`src/sv/slid_pkg.sv`:
```
// ----------------------------------------------------------------------------
// slid_pkg
// Shared types and constants for the sorted list insert/delete unit.
// ----------------------------------------------------------------------------
package slid_pkg;

  localparam int DEPTH      = 16;
  localparam int VALUE_BITS = 32;
  localparam int CNT_W      = $clog2(DEPTH + 1);
  localparam int DATA_W     = ((VALUE_BITS + 7) / 8) * 8;

  typedef logic signed [VALUE_BITS-1:0] value_t;
  typedef logic [CNT_W-1:0]             count_t;

  typedef enum logic [1:0] {
    OP_INSERT   = 2'd0,
    OP_DELETE   = 2'd1,
    OP_READ_ASC = 2'd2,
    OP_READ_DSC = 2'd3
  } op_t;

  typedef enum logic [2:0] {
    ST_INSERTED = 3'd0,
    ST_DELETED  = 3'd1,
    ST_NOTFOUND = 3'd2,
    ST_FULL     = 3'd3,
    ST_EMPTY    = 3'd4,
    ST_ENTRY    = 3'd5
  } status_t;

  // Command broadcast to every cell of the chain
  typedef enum logic [2:0] {
    CMD_HOLD   = 3'd0,
    CMD_INS    = 3'd1,
    CMD_DEL    = 3'd2,
    CMD_ROT_UP = 3'd3,
    CMD_ROT_DN = 3'd4
  } cmd_t;

  typedef struct packed {
    cmd_t   cmd;
    value_t operand;
  } cell_ctrl_t;

  typedef struct packed {
    logic   found;
    logic   full;
    value_t head;
    value_t tail;
  } chain_stat_t;

endpackage

```
`src/sv/slid_cell.sv`:
```
// ----------------------------------------------------------------------------
// slid_cell
// One slot of the sorted chain: holds a value and an occupied flag, and
// moves data to/from its neighbors according to the broadcast command.
// ----------------------------------------------------------------------------
module slid_cell import slid_pkg::*; (
  input  logic       clk,
  input  logic       rst,
  input  cell_ctrl_t ctrl,
  input  value_t     left_val,
  input  logic       left_occ,
  input  logic       left_ge,
  input  value_t     right_val,
  input  logic       right_occ,
  input  value_t     head_val,
  output value_t     val,
  output logic       occ,
  output logic       ge,
  output logic       match
);

  value_t val_next;
  logic   occ_next;

  // Empty slots count as "not below" the operand
  assign ge    = !occ || (val >= ctrl.operand);
  assign match = occ && (val == ctrl.operand);

  always_comb begin
    val_next = val;
    occ_next = occ;
    unique case (ctrl.cmd)
      CMD_INS: begin
        if (ge) begin
          if (!left_ge) begin
            val_next = ctrl.operand;
            occ_next = 1'b1;
          end else begin
            val_next = left_val;
            occ_next = left_occ;
          end
        end
      end
      CMD_DEL: begin
        if (occ && ge) begin
          val_next = right_val;
          occ_next = right_occ;
        end
      end
      CMD_ROT_UP: begin
        // head wraps into the last occupied slot
        if (occ) val_next = right_occ ? right_val : head_val;
      end
      CMD_ROT_DN: begin
        if (occ) val_next = left_val;
      end
      default: begin
        val_next = val;
        occ_next = occ;
      end
    endcase
  end

  always_ff @(posedge clk) begin
    val <= val_next;
    if (rst) begin
      occ <= 1'b0;
    end else begin
      occ <= occ_next;
    end
  end

endmodule

```
`src/sv/slid_chain.sv`:
```
// ----------------------------------------------------------------------------
// slid_chain
// Row of DEPTH cells kept in ascending order, with head/tail taps and the
// match summary used by the controller.
// ----------------------------------------------------------------------------
module slid_chain import slid_pkg::*; (
  input  logic        clk,
  input  logic        rst,
  input  cell_ctrl_t  ctrl,
  output chain_stat_t stat
);

  value_t           vals [DEPTH];
  logic [DEPTH-1:0] occs;
  logic [DEPTH-1:0] ges;
  logic [DEPTH-1:0] hits;
  logic [DEPTH-1:0] is_tail;
  value_t           tail_val;

  for (genvar i = 0; i < DEPTH; i++) begin : g_cell
    value_t lv;
    logic   lo;
    logic   lg;
    value_t rv;
    logic   ro;

    if (i == 0) begin : g_first
      assign lv = tail_val;   // descending rotation wraps the tail to slot 0
      assign lo = 1'b1;
      assign lg = 1'b0;
    end else begin : g_mid
      assign lv = vals[i-1];
      assign lo = occs[i-1];
      assign lg = ges[i-1];
    end

    if (i == DEPTH - 1) begin : g_last
      assign rv         = vals[i];
      assign ro         = 1'b0;
      assign is_tail[i] = occs[i];
    end else begin : g_inner
      assign rv         = vals[i+1];
      assign ro         = occs[i+1];
      assign is_tail[i] = occs[i] && !occs[i+1];
    end

    slid_cell u_cell (
      .clk       (clk),
      .rst       (rst),
      .ctrl      (ctrl),
      .left_val  (lv),
      .left_occ  (lo),
      .left_ge   (lg),
      .right_val (rv),
      .right_occ (ro),
      .head_val  (vals[0]),
      .val       (vals[i]),
      .occ       (occs[i]),
      .ge        (ges[i]),
      .match     (hits[i])
    );
  end

  // is_tail is one-hot (or zero when empty): AND-OR select
  always_comb begin
    tail_val = '0;
    for (int i = 0; i < DEPTH; i++) begin
      tail_val = tail_val | (vals[i] & {VALUE_BITS{is_tail[i]}});
    end
  end

  assign stat.found = |hits;
  assign stat.full  = occs[DEPTH-1];
  assign stat.head  = vals[0];
  assign stat.tail  = tail_val;

endmodule

```
`src/sv/sorted_list_insert_delete_unit.sv`:
```
// ----------------------------------------------------------------------------
// sorted_list_insert_delete_unit
// Sorted list of signed values in a chain of cells: insert, delete first
// match, and ascending/descending readout.
//
//   channel  dir  tdata                 tuser        tlast
//   s_*      in   value                 op           -
//   m_*      out  entry_value           status       last
//
// Insert and delete: all cells compare against the operand at once and
// shift by one slot. Readout of n entries: the accept cycle and then one
// chain rotation per result. One input transfer is taken at a time.
// The result register frees the chain: a new item is accepted in the cycle
// its predecessor's result is taken. rst (sync) empties the list.
// ----------------------------------------------------------------------------
module sorted_list_insert_delete_unit import slid_pkg::*; (
  input  logic              clk,
  input  logic              rst,
  input  logic              s_tvalid,
  output logic              s_tready,
  input  logic [DATA_W-1:0] s_tdata,   // [VALUE_BITS-1:0] value
  input  logic [1:0]        s_tuser,   // [1:0] op
  output logic              m_tvalid,
  input  logic              m_tready,
  output logic [DATA_W-1:0] m_tdata,   // [VALUE_BITS-1:0] entry_value
  output logic [2:0]        m_tuser,   // [2:0] status
  output logic              m_tlast
);

  typedef enum logic [1:0] {
    S_IDLE = 2'b01,
    S_READ = 2'b10
  } state_t;

  state_t      state, state_next;
  count_t      count, count_next;
  count_t      remaining, remaining_next;
  logic        desc, desc_next;
  logic        out_valid, out_valid_next;
  value_t      out_val, out_val_next;
  status_t     out_status, out_status_next;
  logic        out_last, out_last_next;
  cell_ctrl_t  ctrl;
  chain_stat_t stat;
  logic        slot_free;
  op_t         op_in;
  value_t      val_in;

  assign op_in     = op_t'(s_tuser);
  assign val_in    = s_tdata[VALUE_BITS-1:0];
  assign slot_free = !out_valid || m_tready;
  assign s_tready  = (state == S_IDLE) && slot_free;

  slid_chain u_chain (
    .clk  (clk),
    .rst  (rst),
    .ctrl (ctrl),
    .stat (stat)
  );

  always_comb begin
    state_next      = state;
    count_next      = count;
    remaining_next  = remaining;
    desc_next       = desc;
    out_valid_next  = out_valid && !m_tready;
    out_val_next    = out_val;
    out_status_next = out_status;
    out_last_next   = out_last;
    ctrl.cmd        = CMD_HOLD;
    ctrl.operand    = val_in;

    unique case (state)
      S_IDLE: begin
        if (s_tvalid && s_tready) begin
          out_val_next  = val_in;
          out_last_next = 1'b1;
          unique case (op_in)
            OP_INSERT: begin
              out_valid_next = 1'b1;
              if (stat.full) begin
                out_status_next = ST_FULL;
              end else begin
                ctrl.cmd        = CMD_INS;
                count_next      = count + count_t'(1);
                out_status_next = ST_INSERTED;
              end
            end
            OP_DELETE: begin
              out_valid_next = 1'b1;
              if (stat.found) begin
                ctrl.cmd        = CMD_DEL;
                count_next      = count - count_t'(1);
                out_status_next = ST_DELETED;
              end else begin
                out_status_next = ST_NOTFOUND;
              end
            end
            OP_READ_ASC, OP_READ_DSC: begin
              if (count == '0) begin
                out_valid_next  = 1'b1;
                out_val_next    = '0;
                out_status_next = ST_EMPTY;
              end else begin
                state_next     = S_READ;
                remaining_next = count;
                desc_next      = (op_in == OP_READ_DSC);
              end
            end
            default: begin
              out_valid_next = 1'b0;
            end
          endcase
        end
      end
      S_READ: begin
        if (slot_free) begin
          out_valid_next  = 1'b1;
          out_val_next    = desc ? stat.tail : stat.head;
          out_status_next = ST_ENTRY;
          out_last_next   = (remaining == count_t'(1));
          ctrl.cmd        = desc ? CMD_ROT_DN : CMD_ROT_UP;
          remaining_next  = remaining - count_t'(1);
          // after count rotations the chain is back in order
          if (remaining == count_t'(1)) state_next = S_IDLE;
        end
      end
      default: begin
        state_next = S_IDLE;
      end
    endcase
  end

  always_ff @(posedge clk) begin
    remaining  <= remaining_next;
    desc       <= desc_next;
    out_val    <= out_val_next;
    out_status <= out_status_next;
    out_last   <= out_last_next;
    if (rst) begin
      state     <= S_IDLE;
      count     <= '0;
      out_valid <= 1'b0;
    end else begin
      state     <= state_next;
      count     <= count_next;
      out_valid <= out_valid_next;
    end
  end

  assign m_tvalid = out_valid;
  assign m_tdata  = DATA_W'($unsigned(out_val));
  assign m_tuser  = out_status;
  assign m_tlast  = out_last;

endmodule

```
`config.mk`:
```
export PLATFORM = sky130hd
export DESIGN_NAME = sorted_list_insert_delete_unit
export DESIGN_NICKNAME = d
export VERILOG_FILES = /design/src/sv/slid_pkg.sv /design/src/sv/slid_cell.sv /design/src/sv/slid_chain.sv /design/src/sv/sorted_list_insert_delete_unit.sv
export SDC_FILE = /design/constraint.sdc
export NUM_CORES = 2
export LEC_CHECK = 0
export BUFFER_PORTS_ARGS = -buffer_cell sky130_fd_sc_hd__buf_2
export CORE_MARGIN = 2
export CORE_UTILIZATION = 27
export DETAILED_ROUTE_END_ITERATION = 16
export PLACE_DENSITY_LB_ADDON = 0.1
export SLEW_MARGIN = 20
export SYNTH_ARGS = -nofsm -noshare
export SYNTH_HDL_FRONTEND = slang
export SYNTH_HIERARCHICAL = 1
export SYNTH_SLANG_ARGS = --single-unit
```
`constraint.sdc`:
```
create_clock -name clk -period 10.53 [get_ports clk]
set_input_delay 1.053 -clock clk [delete_from_list [all_inputs] [get_ports clk]]
set_output_delay 1.053 -clock clk [all_outputs]
set_load 0.02 [all_outputs]
```
**Word level (Yosys, flattened, before mapping)**

Index checks and enable logic that the tools add are counted.

- $add $sub $neg: 3
- $lt $le $gt $ge: 16
- Eq/ne operators: 98
- Muxes and demuxes: 214
- Bitwise gates (word level): 32
- Reductions and logical operators: 133

Operators with widths:

| operator | count |
|---|---|
| two-way mux 32 bit | 98 |
| one-hot mux 32 bit (4 select lines) | 15 |
| bitwise AND 32 bit | 16 |
| equality test 32 bit | 16 |
| greater-or-equal comparator 32 bit | 16 |
| OR 32 bit | 15 |
| != test 2 bit, second input constant | 69 |
| one-hot mux 32 bit (3 select lines) | 1 |
| AND reduction 5 bit | 17 |
| one-hot mux 32 bit (2 select lines) | 1 |
| two-way mux 1 bit | 53 |
| AND reduction 3 bit | 17 |
| logical AND 1 bit | 50 |
| one-hot mux 1 bit (2 select lines) | 19 |
| two-way mux 5 bit | 6 |
| one-hot mux 5 bit (2 select lines) | 2 |
| logical NOT 1 bit | 18 |
| two-way mux 2 bit | 9 |
| logical OR 1 bit | 17 |
| OR reduction 16 bit | 1 |
| two-way mux 3 bit | 5 |
| one-hot mux 3 bit (2 select lines) | 2 |
| AND reduction 4 bit | 3 |
| subtractor 5 x 1 -> 5 bit, second input constant | 2 |
| other kinds (19) | 28 |

- Flip-flop bits (word level): 578
- Input port bits: 38
- Output and inout bits: 38

**Depth between registers and ports, before layout**

- Depth in word-level cells: 21
- Mapped depth: 18
- Depth with buffers taken out: 17

**Hierarchy**

The synthesis kept the hierarchy.

Modules (own cells, without submodules):

| module | times used | cells an instance | area each (um^2) | sequential area each (um^2) |
|---|---|---|---|---|
| slid_cell (u_chain.g_cell[0].u_cell ...) | 12 | 290 | 2683.8 | 980.9 |
| slid_cell (u_chain.g_cell[6].u_cell ...) | 4 | 283 | 2665.1 | 980.9 |
| slid_chain | 1 | 645 | 5666.7 | 0.0 |
| sorted_list_insert_delete_unit | 1 | 293 | 2915.3 | 1421.4 |

**Worst setup path after synthesis**

Ideal clock, no wire load.

- Kind: input port to flip-flop
- Start: input port s_tdata[30]
- End: register u_chain.g_cell[0].u_cell.val[0] (enable)
- Setup time: 0.391 ns
- Data arrival time: 7.469 ns
- Path slack: 2.670 ns
- Stages on the path: 16
- Path buffers: 0
- Cells stage by stage: inv_1 -> ha_1 -> and4_1 -> nand4_1 -> nor3_1 -> nand3_1 -> nor2_1 -> nor4_1 -> nand4_1 -> nand2_1 -> or4_1 -> a21oi_1 -> nand2b_1 -> nor2_1 -> o2bb2a_1 -> or2_1

RTL lines:

| what | line | source |
|---|---|---|
| start: declaration | sorted_list_insert_delete_unit.sv:21 | `input logic [DATA_W-1:0] s_tdata,` |
| end signal: assignment | slid_cell.sv:65 | `val <= val_next;` |
| end: declaration | slid_cell.sv:16 | `output value_t val,` |

==> flow_metrics.env <==
export IMPL_status="finished, final reports clean"
export IMPL_final_period_minus_worst_setup_slack_ps=7230
export IMPL_hold_class="flop to flop"
export IMPL_placement_io_buffers=75
export IMPL_detailed_place_area_um2=55200
export IMPL_grt_max_degree=113
export IMPL_globalRoute_totalOverflow=0
export IMPL_clk_pin_slew_ps=60
export IMPL_clock_skew_ps=30.6
export IMPL_syn_to_final_growth_pct=12.3
export IMPL_clock_sink_count=578
export IMPL_mean_instance_size_in_the_synthesized_netlist_um2=9.27
export IMPL_regArea_um2=17100
export IMPL_drt_antenna_violating_nets=0
export IMPL_setup_worst_path_start_class="input pin"
export IMPL_rows=160
export IMPL_multi_input_comb_area_um2=30800
export IMPL_crit_type="input pin to flop"
export IMPL_layout_drive_gt1_share_pct=10.6
export IMPL_finalWeightedCongestion=0.901
export IMPL_detail_route_wirelength_um=239000
export IMPL_detailedRoute_firstIterationViolations=4958
export IMPL_floorplan_die_width_um=441
export IMPL_ctsResizeCount=0
export IMPL_slew_violations=0
export IMPL_p_per_area_nw_per_um2=130
export IMPL_cellLeakagePower_nw=24.2
export IMPL_syn_cell_area_um2=51400
export IMPL_crit_fanout=30
export IMPL_post_cts_repair_setup_buffers=0
export IMPL_cts_hold_fix_buffers=0
export IMPL_fillerInstances=19900
export IMPL_worstMarginPinSlew_ps=1110
export IMPL_number_of_vias_after_detailed_routing=48100
export IMPL_cts_tree="yes"
export IMPL_design_portCount=76
export IMPL_maxcap_viol_count=0
export IMPL_die_height_um=441
export IMPL_timing_final_setup_violations=0
export IMPL_detailed_place_hpwl_um=183000
export IMPL_fin_util_pct=30.4
export IMPL_tns_ps=0
export IMPL_first_pass_grt_wire_length_um=339000
export IMPL_yosys_warnings=6
export IMPL_fin_cells=8130
export IMPL_starting_density_of_the_core_pct=27.1
export IMPL_min_period_over_period_pct=68.7
export IMPL_remaining_drc_errors=0
export IMPL_timing_hold_violations_final=0
export IMPL_h_tree_depth=3
export IMPL_worst_ep_arrival_time_ps=7800
export IMPL_grt_pass1_vias=45700
export IMPL_cts_buffers_inserted=83
export IMPL_dp_cells=7975
export IMPL_netlist_instances=5549
export IMPL_drtPass1Iterations=6
export IMPL_vias_per_cell=5.92
export IMPL_routed_wire_length_per_instance_um=29.4
export IMPL_reg2reg_slack_ps=3880
export IMPL_ir_drop_mv=0.0990
export IMPL_floorplan_core_area_um2=190000
export IMPL_fmax_mhz=138
export IMPL_design_area_um2=57700
export IMPL_slew_headroom_pct=25.9
export IMPL_cp_data_required_time_ps=11100
export IMPL_overall_global_routing_usage_pct=23.7
export IMPL_num_nets_final=6107
export IMPL_cts_max_path_buffers=3
export IMPL_root_buffer="sky130_fd_sc_hd__clkbuf_16"
export IMPL_floorplan_die_area_um2=194000
export IMPL_grt_antenna_before_repair=6
export IMPL_worstSetupEndpointType="flop"
export IMPL_grt_setup_unrepaired="false"
export IMPL_worst_skew_pair_late_latency_ps=710
## where the power goes
group          switching (mW)  internal, mW
Combinational            1.15         0.585
Clock                    1.19          1.59
Sequential              0.240          2.78
## path summary, 6_finish.rpt
path / from / to / cells past startpoint
worst max-delay path: s_tdata[29] / u_chain/g_cell[8].u_cell/val[5] / 20
worst min-delay path: state[0] / state[0] / 1
worst max register to register: u_chain/g_cell[11].u_cell/val[31] / u_chain/g_cell[8].u_cell/val[5] / 17
worst min register to register: state[0] / state[0] / 1
## worst max-delay path: stages
cell                      delay, ps
sky130_fd_sc_hd__buf_2          240
sky130_fd_sc_hd__buf_4          400
sky130_fd_sc_hd__inv_1           80
sky130_fd_sc_hd__ha_1           300
sky130_fd_sc_hd__and4_1         270
sky130_fd_sc_hd__nand4_1        330
sky130_fd_sc_hd__nor3_2         680
sky130_fd_sc_hd__nand3_1        180
sky130_fd_sc_hd__nor2_1         430
sky130_fd_sc_hd__nor4_2         190
sky130_fd_sc_hd__nand4_1        250
sky130_fd_sc_hd__nand2_1         80
sky130_fd_sc_hd__or4_1          470
sky130_fd_sc_hd__a21oi_4        790
sky130_fd_sc_hd__buf_4          400
sky130_fd_sc_hd__nor2b_1        260
sky130_fd_sc_hd__and3_1         680
sky130_fd_sc_hd__buf_4          370
sky130_fd_sc_hd__a22oi_1        130
sky130_fd_sc_hd__nand2_1         80
## layer usage
layer / vias to the layer above / part of all wire (%) / wire length, um / track usage, %
met1: 24100 / 45 / 108000 / 33.3
met3: 221 / 7.7 / 18300 / 4.52
met4: 6 / 2.2 / 5290 / 5.79
met2: 1965 / 45 / 107000 / 37.1
li1: 21800 / - / - / -
met5: - / 0.014 / 34 / 0
## final cells by class
cell class,count,area share [%]
clock inverters,18,0.184
diodes,10,0.0433
clock buffers,127,4.19
inverters,594,3.86
well taps,2511,5.44
flip-flops and latches,578,29.7
multi-input cells,4015,53.3
repair buffers,277,3.32
## cell usage in the layout (no fill, tap or decap), types with 14 or more instances in the layout
master                        n
sky130_fd_sc_hd__clkbuf_1    31
sky130_fd_sc_hd__a211o_1     24
sky130_fd_sc_hd__clkbuf_16   87
sky130_fd_sc_hd__o22ai_1     16
sky130_fd_sc_hd__a221o_1     33
sky130_fd_sc_hd__mux2_2      33
sky130_fd_sc_hd__o21ai_0     30
sky130_fd_sc_hd__a21oi_1    210
sky130_fd_sc_hd__inv_1      591
sky130_fd_sc_hd__o211ai_1    17
sky130_fd_sc_hd__nor3_1      81
sky130_fd_sc_hd__and4_1      36
sky130_fd_sc_hd__ha_1       518
sky130_fd_sc_hd__nand4_1    130
sky130_fd_sc_hd__a22oi_1    512
sky130_fd_sc_hd__nor2_2      16
sky130_fd_sc_hd__buf_4      200
sky130_fd_sc_hd__and2_1      63
sky130_fd_sc_hd__o21ai_1     46
sky130_fd_sc_hd__and3_1      15
sky130_fd_sc_hd__a2111oi_0   50
sky130_fd_sc_hd__nand2_1    678
sky130_fd_sc_hd__nand3_1     93
sky130_fd_sc_hd__and3b_1    352
sky130_fd_sc_hd__nor2_1      97
sky130_fd_sc_hd__clkinv_1    14
sky130_fd_sc_hd__edfxtp_1   554
sky130_fd_sc_hd__nor2b_1     37
sky130_fd_sc_hd__dfxtp_1     16
sky130_fd_sc_hd__buf_2       75
sky130_fd_sc_hd__a2111oi_1   34
sky130_fd_sc_hd__a32oi_1    512
sky130_fd_sc_hd__a21o_1      50
sky130_fd_sc_hd__a211oi_2    20
sky130_fd_sc_hd__a221oi_2    16
sky130_fd_sc_hd__a2111oi_2   68
sky130_fd_sc_hd__nor3b_1     28
sky130_fd_sc_hd__nand2b_1    42
sky130_fd_sc_hd__a21boi_0    16
## state kept, by name (all words and copies together) (netlist names), 2 cells and up
| register | flops |
|---|---|
| u_chain/g_cell.u_cell/val | 512 |
| m_tdata | 32 |
| remaining | 5 |
| count | 5 |
| m_tuser | 3 |
| state | 2 |
| u_chain/g_cell.u_cell/occ | 16 |
## metrics by stage
stage | setup slack [ps] | total power [mW] | hold slack (ps)
CTS | 3300 | 7.56 | 534
floorplan | 2670 | 3.97 | 474
detailed placement | 2570 | 4.76 | 517
global placement | 2280 | 4.74 | 523
finish | 3300 | 7.53 | 529
global route | 3010 | 7.84 | 574
Note: power is estimated with default switching activity, not from simulation.
